File: src/design/udmf_pkg.sv
// ----------------------------------------------------------------------------
// udmf_pkg: shared types and constants for the unsigned division magic finder
// Widths, status codes and controller states used by the interfaces and core.
// ----------------------------------------------------------------------------
`default_nettype none

package udmf_pkg;

    localparam int DIV_W   = 32;
    localparam int MULT_W  = 32;
    localparam int SHIFT_W = 7;
    localparam int STAT_W  = 2;
    localparam int P_W     = 6;

    localparam logic [STAT_W-1:0] STAT_FOUND = 2'd0;
    localparam logic [STAT_W-1:0] STAT_ZERO  = 2'd1;
    localparam logic [STAT_W-1:0] STAT_NONE  = 2'd2;

    // dividend bound 2^31-1 and the fixed nc for divisor three
    localparam logic [DIV_W-1:0] NC_OTHER = 32'h7fff_ffff;
    localparam logic [DIV_W-1:0] NC_THREE = 32'hffff_fffe;

    // steps to form (2^31 - 1) mod d before the search
    localparam logic [P_W-1:0] PRE_LAST    = 6'd31;
    localparam logic [P_W-1:0] LAST_P_THREE = 6'd63;
    localparam logic [P_W-1:0] LAST_P_OTHER = 6'd62;
    localparam logic [SHIFT_W-1:0] WORD_BITS = 7'd32;

    typedef enum logic [1:0] {
        S_IDLE,
        S_PRE,
        S_SEARCH,
        S_EMIT
    } t_state;

endpackage

`default_nettype wire

File: src/design/udmf_if.sv
// ----------------------------------------------------------------------------
// udmf_if: request and result channels of the magic finder
// Valid/ready channels; a transfer happens when valid and ready are both high.
// ----------------------------------------------------------------------------
`default_nettype none

interface udmf_in_if;
    logic                          valid;
    logic                          ready;
    logic [udmf_pkg::DIV_W-1:0]    divisor;

    modport source (output valid, output divisor, input ready);
    modport sink   (input valid, input divisor, output ready);
endinterface

interface udmf_out_if;
    logic                              valid;
    logic                              ready;
    logic [udmf_pkg::MULT_W-1:0]       multiplier;
    logic signed [udmf_pkg::SHIFT_W-1:0] shift_amount;
    logic [udmf_pkg::STAT_W-1:0]       status;

    modport source (output valid, output multiplier, output shift_amount,
                    output status, input ready);
    modport sink   (input valid, input multiplier, input shift_amount,
                    input status, output ready);
endinterface

`default_nettype wire

File: src/design/unsigned_div_magic_finder_top.sv
// Flow: divisor zero, 1, 2, 4, 8 and above 2^31 go straight to emit; divisor
//   three goes straight to the search, and any other runs the pre-step first.
// Throughput: one request at a time, paced by the bit-serial
//   remainder/quotient recurrences (one bit per cycle).
// Reset: synchronous active-low i_rst_n clears control and the output valid.
// ----------------------------------------------------------------------------
// unsigned_div_magic_finder_top: multiplier and shift for division by constant
// Walks p upward, tracking (2^p-1) mod d, (2^p-1)/d and (2^p-1)/nc serially.
// ----------------------------------------------------------------------------
`default_nettype none

module unsigned_div_magic_finder_top (
    input  wire              i_clk,
    input  wire              i_rst_n,
    udmf_in_if.sink          i_req,
    udmf_out_if.source       o_res
);

    udmf_pkg::t_state r_state, n_state;

    logic [udmf_pkg::DIV_W-1:0]   r_d;
    logic [udmf_pkg::DIV_W-1:0]   r_nc;
    logic [udmf_pkg::DIV_W-1:0]   r_rem;   // (2^p - 1) mod d
    logic [udmf_pkg::DIV_W-1:0]   r_r;     // (2^p - 1) mod nc
    logic [udmf_pkg::DIV_W:0]     r_q;     // (2^p - 1) / nc, saturates at bit 32
    logic [udmf_pkg::MULT_W-1:0]  r_qd;    // low bits of (2^p - 1) / d
    logic [udmf_pkg::P_W-1:0]     r_p;
    logic                         r_is3;

    logic [udmf_pkg::MULT_W-1:0]  r_res_mult;
    logic [udmf_pkg::SHIFT_W-1:0] r_res_shift;
    logic [udmf_pkg::STAT_W-1:0]  r_res_status;

    logic                         r_out_valid;
    logic [udmf_pkg::MULT_W-1:0]  r_out_mult;
    logic [udmf_pkg::SHIFT_W-1:0] r_out_shift;
    logic [udmf_pkg::STAT_W-1:0]  r_out_status;

    logic in_ready;
    logic out_free;
    logic out_load;
    logic accept;

    // request decode
    logic [udmf_pkg::DIV_W-1:0] req_d;
    logic d_zero, d_pow_small, d_big, d_three;
    logic [udmf_pkg::SHIFT_W-1:0] small_shift;

    // datapath
    logic [udmf_pkg::DIV_W:0]     rem_dbl, r_dbl, t_inc;
    logic                         rem_ge, r_ge;
    logic [udmf_pkg::DIV_W-1:0]   rem_nx, r_nx, delta, t_mod, nc_pre;
    logic [udmf_pkg::DIV_W:0]     q_nx;
    logic                         hit;
    logic [udmf_pkg::P_W-1:0]     last_p;
    logic [udmf_pkg::MULT_W-1:0]  mult;
    logic [udmf_pkg::SHIFT_W-1:0] shift_found;

    assign req_d       = i_req.divisor;
    assign d_zero      = (req_d == '0);
    assign d_pow_small = (req_d == 32'd1) || (req_d == 32'd2) ||
                         (req_d == 32'd4) || (req_d == 32'd8);
    // nc wraps above 2^31 and no power can qualify
    assign d_big       = req_d[udmf_pkg::DIV_W-1] && (req_d[udmf_pkg::DIV_W-2:0] != '0);
    assign d_three     = (req_d == 32'd3);

    always_comb begin
        unique case (req_d[3:0])
            4'd2:    small_shift = 7'd1;
            4'd4:    small_shift = 7'd2;
            4'd8:    small_shift = 7'd3;
            default: small_shift = 7'd0;
        endcase
    end

    // one bit of each long division per cycle
    assign rem_dbl = {r_rem, 1'b1};
    assign rem_ge  = (rem_dbl >= {1'b0, r_d});
    assign rem_nx  = rem_ge ? udmf_pkg::DIV_W'(rem_dbl - {1'b0, r_d})
                            : rem_dbl[udmf_pkg::DIV_W-1:0];

    assign r_dbl = {r_r, 1'b1};
    assign r_ge  = (r_dbl >= {1'b0, r_nc});
    assign r_nx  = r_ge ? udmf_pkg::DIV_W'(r_dbl - {1'b0, r_nc})
                        : r_dbl[udmf_pkg::DIV_W-1:0];
    assign q_nx  = r_q[udmf_pkg::DIV_W] ? r_q : {r_q[udmf_pkg::DIV_W-1:0], r_ge};

    // 2^p > nc*delta  <=>  floor((2^p-1)/nc) >= delta
    assign delta  = r_d - 32'd1 - r_rem;
    assign hit    = (r_q >= {1'b0, delta});
    assign last_p = r_is3 ? udmf_pkg::LAST_P_THREE : udmf_pkg::LAST_P_OTHER;

    // m = (2^p + delta) / d = floor((2^p-1)/d) + 1
    assign mult        = r_qd + 32'd1;
    assign shift_found = (mult == 32'd1) ? {1'b0, r_p}
                                         : {1'b0, r_p} - udmf_pkg::WORD_BITS;

    // nc = 2^31 - 1 - (2^31 mod d)
    assign t_inc  = {1'b0, r_rem} + 33'd1;
    assign t_mod  = (t_inc == {1'b0, r_d}) ? '0 : t_inc[udmf_pkg::DIV_W-1:0];
    assign nc_pre = udmf_pkg::NC_OTHER - t_mod;

    assign out_free = !r_out_valid || o_res.ready;

    // next state
    always_comb begin
        n_state = r_state;
        unique case (r_state)
            udmf_pkg::S_IDLE: begin
                if (i_req.valid) begin
                    priority if (d_zero || d_pow_small || d_big) n_state = udmf_pkg::S_EMIT;
                    else if (d_three)                            n_state = udmf_pkg::S_SEARCH;
                    else                                         n_state = udmf_pkg::S_PRE;
                end
            end
            udmf_pkg::S_PRE: begin
                if (r_p == udmf_pkg::PRE_LAST) n_state = udmf_pkg::S_SEARCH;
            end
            udmf_pkg::S_SEARCH: begin
                if (hit || (r_p == last_p)) n_state = udmf_pkg::S_EMIT;
            end
            udmf_pkg::S_EMIT: begin
                if (out_free) n_state = udmf_pkg::S_IDLE;
            end
            default: n_state = udmf_pkg::S_IDLE;
        endcase
    end

    // state outputs
    always_comb begin
        in_ready = (r_state == udmf_pkg::S_IDLE);
        out_load = (r_state == udmf_pkg::S_EMIT) && out_free;
    end

    assign accept      = i_req.valid && in_ready;
    assign i_req.ready = in_ready;

    always_ff @(posedge i_clk) begin
        if (!i_rst_n) begin
            r_state     <= udmf_pkg::S_IDLE;
            r_out_valid <= 1'b0;
        end else begin
            r_state <= n_state;
            if (out_load) begin
                r_out_valid <= 1'b1;
            end else if (o_res.ready) begin
                r_out_valid <= 1'b0;
            end
        end
    end

    always_ff @(posedge i_clk) begin
        if (out_load) begin
            r_out_mult   <= r_res_mult;
            r_out_shift  <= r_res_shift;
            r_out_status <= r_res_status;
        end
    end

    always_ff @(posedge i_clk) begin
        unique case (r_state)
            udmf_pkg::S_IDLE: begin
                if (accept) begin
                    r_d   <= req_d;
                    r_rem <= '0;
                    r_r   <= '0;
                    r_q   <= '0;
                    r_qd  <= '0;
                    r_p   <= '0;
                    r_is3 <= d_three;
                    r_nc  <= udmf_pkg::NC_THREE;
                    priority if (d_zero) begin
                        r_res_mult   <= '0;
                        r_res_shift  <= '0;
                        r_res_status <= udmf_pkg::STAT_ZERO;
                    end else if (d_pow_small) begin
                        r_res_mult   <= 32'd1;
                        r_res_shift  <= small_shift;
                        r_res_status <= udmf_pkg::STAT_FOUND;
                    end else begin
                        r_res_mult   <= '0;
                        r_res_shift  <= '0;
                        r_res_status <= udmf_pkg::STAT_NONE;
                    end
                end
            end
            udmf_pkg::S_PRE: begin
                if (r_p == udmf_pkg::PRE_LAST) begin
                    r_nc  <= nc_pre;
                    r_rem <= '0;
                    r_p   <= '0;
                end else begin
                    r_rem <= rem_nx;
                    r_p   <= r_p + 6'd1;
                end
            end
            udmf_pkg::S_SEARCH: begin
                if (hit) begin
                    r_res_mult   <= mult;
                    r_res_shift  <= shift_found;
                    r_res_status <= udmf_pkg::STAT_FOUND;
                end else if (r_p == last_p) begin
                    r_res_mult   <= '0;
                    r_res_shift  <= '0;
                    r_res_status <= udmf_pkg::STAT_NONE;
                end else begin
                    r_rem <= rem_nx;
                    r_qd  <= {r_qd[udmf_pkg::MULT_W-2:0], rem_ge};
                    r_r   <= r_nx;
                    r_q   <= q_nx;
                    r_p   <= r_p + 6'd1;
                end
            end
            udmf_pkg::S_EMIT: begin
            end
            default: begin
            end
        endcase
    end

    assign o_res.valid        = r_out_valid;
    assign o_res.multiplier   = r_out_mult;
    assign o_res.shift_amount = r_out_shift;
    assign o_res.status       = r_out_status;

    // remainder recurrence must stay reduced modulo the divisor
    a_rem_reduced: assert property (@(posedge i_clk) disable iff (!i_rst_n)
        (r_state == udmf_pkg::S_PRE || r_state == udmf_pkg::S_SEARCH) |-> (r_rem < r_d))
        else $error("remainder not reduced");

    // search never runs past the last allowed power
    a_p_bound: assert property (@(posedge i_clk) disable iff (!i_rst_n)
        (r_state == udmf_pkg::S_SEARCH) |-> (r_p <= last_p))
        else $error("search power out of range");

    // zero divisor goes straight to emit with the zero status
    a_zero_path: assert property (@(posedge i_clk) disable iff (!i_rst_n)
        (i_req.valid && i_req.ready && (i_req.divisor == '0)) |=>
        (r_state == udmf_pkg::S_EMIT && r_res_status == udmf_pkg::STAT_ZERO))
        else $error("zero divisor mishandled");

    // a result is only loaded when the output register can take it
    a_no_overwrite: assert property (@(posedge i_clk) disable iff (!i_rst_n)
        (r_out_valid && !o_res.ready) |=> ($stable(r_out_mult) && $stable(r_out_status)))
        else $error("pending result overwritten");

endmodule

`default_nettype wire
File: src/flat_wrapper.sv
// flat-port wrapper written by rule: the top's interface ports become plain ports
module unsigned_div_magic_finder_top_flat 
  (i_clk, i_rst_n, i_req_valid, i_req_divisor, i_req_ready, o_res_valid, o_res_multiplier, o_res_shift_amount, o_res_status, o_res_ready);
  udmf_in_if i_req_i ();
  udmf_out_if o_res_i ();
  input  wire i_clk;
  input  wire i_rst_n;
  input wire logic [$bits(i_req_i.valid)-1:0] i_req_valid;
  input wire logic [$bits(i_req_i.divisor)-1:0] i_req_divisor;
  output wire logic [$bits(i_req_i.ready)-1:0] i_req_ready;
  output wire logic [$bits(o_res_i.valid)-1:0] o_res_valid;
  output wire logic [$bits(o_res_i.multiplier)-1:0] o_res_multiplier;
  output wire logic [$bits(o_res_i.shift_amount)-1:0] o_res_shift_amount;
  output wire logic [$bits(o_res_i.status)-1:0] o_res_status;
  input wire logic [$bits(o_res_i.ready)-1:0] o_res_ready;
  assign i_req_i.valid = i_req_valid;
  assign i_req_i.divisor = i_req_divisor;
  assign i_req_ready = i_req_i.ready;
  assign o_res_valid = o_res_i.valid;
  assign o_res_multiplier = o_res_i.multiplier;
  assign o_res_shift_amount = o_res_i.shift_amount;
  assign o_res_status = o_res_i.status;
  assign o_res_i.ready = o_res_ready;
  unsigned_div_magic_finder_top u_core (.i_clk(i_clk), .i_rst_n(i_rst_n), .i_req(i_req_i), .o_res(o_res_i));
endmodule
File: config.mk
export PLATFORM = sky130hd
export DESIGN_NAME = unsigned_div_magic_finder_top_flat
export DESIGN_NICKNAME = d
export VERILOG_FILES = /design/src/design/udmf_pkg.sv /design/src/design/udmf_if.sv /design/src/design/unsigned_div_magic_finder_top.sv /design/src/flat_wrapper.sv
export SDC_FILE = /design/constraint.sdc
export NUM_CORES = 1
export LEC_CHECK = 0
export BUFFER_PORTS_ARGS = -buffer_cell sky130_fd_sc_hd__buf_4
export CORE_ASPECT_RATIO = 2
export CORE_MARGIN = 3
export CORE_UTILIZATION = 45
export CTS_BUF_LIST = sky130_fd_sc_hd__clkbuf_2 sky130_fd_sc_hd__clkbuf_4 sky130_fd_sc_hd__clkbuf_8
export CTS_CLUSTER_SIZE = 20
export DETAILED_ROUTE_END_ITERATION = 16
export MAX_ROUTING_LAYER = met4
export SLEW_MARGIN = 5
export SYNTH_ARGS = -nofsm -noshare
export SYNTH_HDL_FRONTEND = slang
export SYNTH_SLANG_ARGS = --single-unit
export TNS_END_PERCENT = 5
File: constraint.sdc
create_clock -name i_clk -period 18.1 [get_ports i_clk]
set_clock_uncertainty 0.05 [all_clocks]
set_input_delay 0.905 -clock i_clk [delete_from_list [all_inputs] [get_ports i_clk]]
set_output_delay 0.905 -clock i_clk [all_outputs]
set_load 0.02 [all_outputs]
==> impl_metrics.csv, run 1 <==
group,metric,value,unit
outcome,status,"completed",
layout,final_cell_mix,"edfxtp_1, nor2_1, inv_1",
floorplan,coreArea,0.0411,mm^2
drt,drcViolationCount,0,
global_routing,first_global_vias,14278,
clock_tree,clk_latency,0.59,ns
synthesis,netlist_top_cells_area,"edfxtp_1, ha_1, xnor2_1",
sta,tns,0,ns
clock_tree,cts.sinks,285,
drt,wirelength,48.0,mm
sta,tightest_slew,1.07,ns
sta,fmax,0.145,GHz
critical_path,worstPathArrival,7.08,ns
placed_design,routabilityCongestion,0.926,
clock_tree,post_cts_buffers,0,
synthesis,synth.distinct_cells,78,
synthesis,yosys.area_share.adder,9.23,%
clock_tree,htree_levels,2,
clock_tree,cts_root_buffer,"clkbuf_8",
global_routing,antenna_found_initial,1,
floorplan,start_util,45.7,%
critical_path,cp-start-kind,"flop",
critical_path,worstSetupStartpoint,"u_core.r_rem[7]$_DFFE_PP_",
drt,final_antenna_net_count,0,
global_routing,grt_pass1_wl,74.7,mm
synthesis,synthSimpleGateAreaFrac,17.6,%
sta,finalCritPeriodShare,38.2,%
critical_path,reg2reg_from,"u_core.r_rem[7]$_DFFE_PP_",
power,fin_total_pwr,4210,uW
placed_design,post-place-ws,11.21,ns
flow_run,max-cap-violations,0,
drt,vias_per_cell,5.58,
global_routing,grt.overflow.total,0,
layout,final_common_cell,"edfxtp_1",
sta,final_hold_viol_count,0,
sta,rsz0062_at_grt,"no",
placed_design,port-buffer-count,78,
synthesis,synthCells,1848,
clock_tree,clkTransAtPathRegs,0.07,ns
clock_tree,cts_hold_buf,0,
synthesis,synth_edf_count,282,
placed_design,dpl.hpwl,37.9,mm
synthesis,synth_ff_type,"edfxtp_1",
clock_tree,clockBufferDepth,3,
synthesis,yosysTopAreaCellShare,45.1,%
synthesis,syn_nets,2020,
floorplan,core.rowCount,105,
clock_tree,ctsResizeCount,0,
synthesis,syn_avg_cell_area,10.2,um^2
synthesis,synth_compound_area_share,11.9,%
layout,nets,2093,
layout,drive_above_1_share,10.4,%
clock_tree,cts_tree,"yes",
sta,max-slew-margin-rel,28.3,%
synthesis,yosys-mux-area-fraction,2.68,%
global_routing,grt_usage,22.3,%
critical_path,worstPathRequired,18.27,ns
synthesis,synthXorXnorAreaFrac,8.81,%
drt,routedWlPerCell,19.3,um
synthesis,synth_top_family_by_area,"simple AND/OR/NAND/NOR gates",
drt,num_vias,13888,
floorplan,dieArea,0.0444,mm^2
synthesis,yosys_warnings,0,
layout,area_growth,10.7,%
global_routing,grt_max_degree,66,
worst_hold_path,hold_path.startpoint,"u_core.r_res_mult[10]$_SDFFCE_PN0P_",
synthesis,synth_seq_cells,285,
clock_tree,numCtsBuffers,43,
sta,worst_slack,11.19,ns
layout,final_util,50.6,%
sta,maxSlewViolCount,0,
floorplan,die_y,295,um
drt,firstDrtPassIters,5,
sta,period_minus_slack,6.91,ns
worst_hold_path,hold_path.class,"flop to flop",
drt,drtIter0Drc,644,
critical_path,worst_setup_path_end_kind,"flop",
power,irDropWorstVdd,115,uV
sta,setup_viol,0,
synthesis,seq_area_frac_synth,45.4,%
power,power_leakage,0.00825,uW
critical_path,r2r_slack,11.19,ns
power,power_density,202,mW/mm^2
synthesis,async_reset_ff_share,0,%
floorplan,io_pins,79,
critical_path,critPathKind,"flop to flop",
critical_path,critical_path.max_fanout,32,
floorplan,fp.dieW,150,um
synthesis,synth_top_area_cell,"edfxtp_1",
synthesis,netlist_area,0.0188,mm^2
## power breakdown
part / leakage (uW) / switching [uW] / internal [uW]
sequential: 0.00269 / 227 / 1120
clock: 0.000454 / 273 / 283
combinational: 0.00511 / 1370 / 931
total: 0.00825 / 1870 / 2330
## area by class of cell
type                       count  area [um^2]
multi-input combinational   1361         9520
timing repair buffer          90          676
clock buffer                  49          637
sequential                   285         8530
antenna                        1         2.50
clock inverter                29          238
inverter                     140          526
fill                        3831        20300
tap                          535          669
## state kept, by name, indices dropped and copies added, names as in the netlist
name and flops:
u_core.r_nc 32, u_core.o_res.shift_amount 7, u_core.r_res_status 2, u_core.r_p 6, u_core.o_res.multiplier 32, u_core.r_r 32
u_core.r_q 33, u_core.o_res.valid 1, u_core.r_qd 32, u_core.r_rem 32, u_core.r_res_shift 7, u_core.r_res_mult 32
u_core.o_res.status 2, u_core.r_is3 1, u_core.r_state 2, u_core.r_d 32
## through the flow
stage                     cell area [um^2]  cells  hold WS [ns]
final                                20800   2490         0.362
after global routing                 20800   2490         0.362
after CTS                            20800   2489         0.363
after detailed placement             19900   2411         0.355
after global placement               19900   2411         0.351
after floorplan                      18800   1848         0.350
## kinds of logic after synthesis
| family | count (synthesis) |
|---|---|
| buf+inv | 202 |
| simple gates | 647 |
| fa+ha+maj | 137 |
| compound gates | 346 |
| xor+xnor | 181 |
| mux | 50 |
| flops | 285 |
## routing by layer
metal,share of wire [%],track usage [%]
met3,2.6,1.97
met1,34,20.3
met2,58,44.4
met5,0,-
met4,5.4,11.2
## final timing paths
path | to | depth (start not counted)
worst max register to register | u_core.r_rem[1]$_DFFE_PP_ | 19
worst max-delay path | u_core.r_rem[1]$_DFFE_PP_ | 19
worst min register to register | u_core.o_res.multiplier[10]$_DFFE_PP_ | 0
worst min-delay path | u_core.o_res.multiplier[10]$_DFFE_PP_ | 0
## worst max-delay path: stages (launching register included)
cell	delay [ns]
edfxtp_1	0.53
inv_1	0.10
ha_1	0.38
nand3_1	0.16
nor4_1	0.44
o31ai_1	0.26
o41ai_1	0.86
o2111ai_1	0.35
nor2b_1	0.25
o21ai_0	0.21
xnor2_1	0.15
ha_1	0.27
a21o_1	0.16
a21o_1	0.17
a21oi_1	0.15
nor2b_1	0.06
o21ai_0	0.48
nand4_1	0.43
a22oi_2	0.54
buf_4	0.50
## synthesized netlist by cell type (9+ instances only)
library cell	number
buf_2	12
inv_1	139
clkbuf_1	42
o211ai_1	11
ha_1	133
mux2i_1	47
a211oi_1	15
and2_1	65
nor2_1	180
edfxtp_1	282
nor4_1	21
and4_1	9
and3_1	29
xor2_1	62
a21oi_1	101
nand4_1	38
nor3_1	41
o2111ai_1	9
o21bai_1	10
nand2_1	114
a31oi_1	14
o21ai_0	66
o21a_1	15
nand3_1	60
a21o_1	38
xnor2_1	114
nand2b_1	30
nor2b_1	18
or3_1	10
o31a_1	11
(Power assumes the default switching activity.)
==> run 2, diff against run 1 <==
- ABC_AREA: default -> 1
- clock period: 18.1 -> 7 ns (I/O delays scaled with it)
==> impl_metrics.csv, run 2 <==
group,metric,value,unit
synthesis,yosys-mux-area-fraction,0,%
synthesis,yosys.area_share.adder,8.73,%
sta,rsz0062_at_grt,"no",
sta,final_hold_viol_count,0,
global_routing,grt-busiest-layer,"met2",
global_routing,use_met2,60.4,%
drt,drtIter0Drc,982,
critical_path,crit_buf_inv,4,
layout,nets,2769,
layout,final_cell_mix,"nand2_1, nor2_1, inv_1",
layout,n_fill_cell,4199,
floorplan,core.rowCount,108,
clock_tree,clk_latency,0.64,ns
global_routing,grt.overflow.total,0,
sta,tns,0,ns
sta,finalCritPeriodShare,77.0,%
synthesis,synth_ff_type,"edfxtp_1",
drt,final_antenna_net_count,0,
layout,top_register,"u_core.r_q",
synthesis,netlist_area,0.0198,mm^2
synthesis,yosys_warnings,0,
clock_tree,htree_levels,2,
critical_path,critical_path.max_fanout,41,
sta,period_minus_slack,5.39,ns
placed_design,dpl.hpwl,59.8,mm
global_routing,grt.met3_usage,4.04,%
floorplan,coreArea,0.0434,mm^2
synthesis,syn_nets,2619,
placed_design,port-buffer-count,78,
critical_path,worstPathRequired,7.20,ns
power,irDropWorstVdd,282,uV
critical_path,worstPathArrival,5.58,ns
synthesis,synthSimpleGateAreaFrac,24.1,%
synthesis,netlist_top_cells_area,"edfxtp_1, nand2_1, ha_1",
clock_tree,clkTransAtPathRegs,0.07,ns
floorplan,dieArea,0.0466,mm^2
placed_design,routabilityCongestion,1.11,
floorplan,io_pins,79,
sta,tightest_slew,1.30,ns
layout,drive_above_1_share,8.17,%
synthesis,synth_seq_cells,285,
drt,routedWlPerCell,22.9,um
global_routing,antenna_found_initial,1,
worst_hold_path,hold_path.class,"flop to flop",
power,power_leakage,0.00968,uW
flow_run,max-cap-violations,0,
global_routing,grt_pass1_wl,107,mm
critical_path,critPathKind,"flop to flop",
critical_path,cp-start-kind,"flop",
global_routing,use_met1,25.5,%
drt,drcViolationCount,0,
layout,final_util,51.9,%
drt,num_vias,17760,
critical_path,cp_top_family,"simple AND/OR/NAND/NOR gates",
global_routing,first_global_vias,18255,
sta,max-slew-margin-rel,12.3,%
drt,vias_per_cell,5.58,
outcome,status,"completed",
placed_design,dp.cells,3067,
layout,final_cell_area,0.0225,mm^2
clock_tree,cts_tree,"yes",
synthesis,seq_area_frac_synth,43.2,%
critical_path,slowest_stage,"edfxtp_1",
drt,wirelength,72.9,mm
synthesis,synth_edf_count,282,
global_routing,grt_usage,31.8,%
sta,maxSlewViolCount,0,
layout,area_growth,14.0,%
synthesis,ys_top_cells_by_count,"nand2_1, nor2_1, inv_1",
layout,final_common_cell,"nand2_1",
clock_tree,cts.sinks,285,
sta,fmax,0.186,GHz
synthesis,synth.distinct_cells,49,
clock_tree,ctsResizeCount,0,
layout,layoutNonFillerInstCount,3182,
synthesis,yosysTopAreaCellShare,42.9,%
synthesis,post-synth-top-count-cell,"nand2_1",
drt,firstDrtPassIters,6,
power,fin_total_pwr,12500,uW
power,power_density,555,mW/mm^2
floorplan,die_y,302,um
synthesis,synth_top_family_by_area,"simple AND/OR/NAND/NOR gates",
synthesis,syn_avg_cell_area,8.07,um^2
clock_tree,clockBufferDepth,3,
critical_path,cp_slowest_stage_delay,0.56,ns
synthesis,synth_top_area_cell,"edfxtp_1",
clock_tree,cts_root_buffer,"clkbuf_8",
clock_tree,numCtsBuffers,44,
floorplan,start_util,45.5,%
synthesis,synthCells,2447,
global_routing,grt_max_degree,74,
synthesis,synth_compound_area_share,11.0,%
synthesis,synthXorXnorAreaFrac,5.83,%
layout,largest_reg_flops,33,
synthesis,async_reset_ff_share,0,%
critical_path,worst_setup_path_end_kind,"flop",
placed_design,post_dp_cell_area,0.0212,mm^2
sta,setup_viol,0,
floorplan,fp.dieW,154,um
==> run 2: worst paths after layout <==
kind         slack (ns)                              endpoint                                from  depth (start not counted)
min                0.36  u_core.o_res.multiplier[8]$_DFFE_PP_  u_core.r_res_mult[8]$_SDFFCE_PN0P_                          0
min reg2reg        0.36  u_core.o_res.multiplier[8]$_DFFE_PP_  u_core.r_res_mult[8]$_SDFFCE_PN0P_                          0
max                1.61   u_core.r_res_mult[17]$_SDFFCE_PN0P_           u_core.r_rem[2]$_DFFE_PP_                         25
max reg2reg        1.61   u_core.r_res_mult[17]$_SDFFCE_PN0P_           u_core.r_rem[2]$_DFFE_PP_                         25
==> run 2: kinds of logic (layout without fill, tap and decap cells) <==
group | Yosys count | in the layout
other | 0 | 1
DFF | 285 | 285
xor gates and xnor gates | 125 | 125
buffers and inverters | 372 | 556
AOI/OAI and AO/OA | 407 | 407
adders and majority gates | 136 | 136
and+or+nand+nor | 1122 | 1122
==> run 2: routing by layer <==
layer | up-vias | wire length (um)
li1 | 8543 | -
met1 | 8273 | 21800
met2 | 607 | 39900
met3 | 337 | 2630
met4 | 0 | 8550
met5 | - | 0
==> run 2: where the power goes <==
part | internal (uW) | switching, uW
sequential | 2940 | 566
clock | 895 | 720
combinational | 2350 | 5020
==> run 2: layout make-up <==
class / count / area [um^2] / share of cell area, %
timing repair buffer: 146 / 1210 / 5.36
multi-input combinational: 1790 / 9860 / 43.8
clock inverter: 20 / 239 / 1.06
antenna: 1 / 2.50 / 0.0111
clock buffer: 60 / 757 / 3.36
inverter: 330 / 1240 / 5.50
sequential: 285 / 8530 / 37.9
tap: 550 / 688 / 3.06
==> run 2: stage by stage <==
step,setup slack (ns),hold slack [ns]
6_report,1.61,0.364
5_1_grt,1.24,0.372
4_1_cts,1.55,0.355
3_5_place_dp,1.58,0.355
3_3_place_gp,1.63,0.352
2_1_floorplan,0.282,0.350
==> run 2: what timing repair did <==
action                                 CTS  global route
setup endpoints to repair                0             0
endpoints found under the hold margin   35             0
setup buffers                            0             0
hold buffers                            34             0
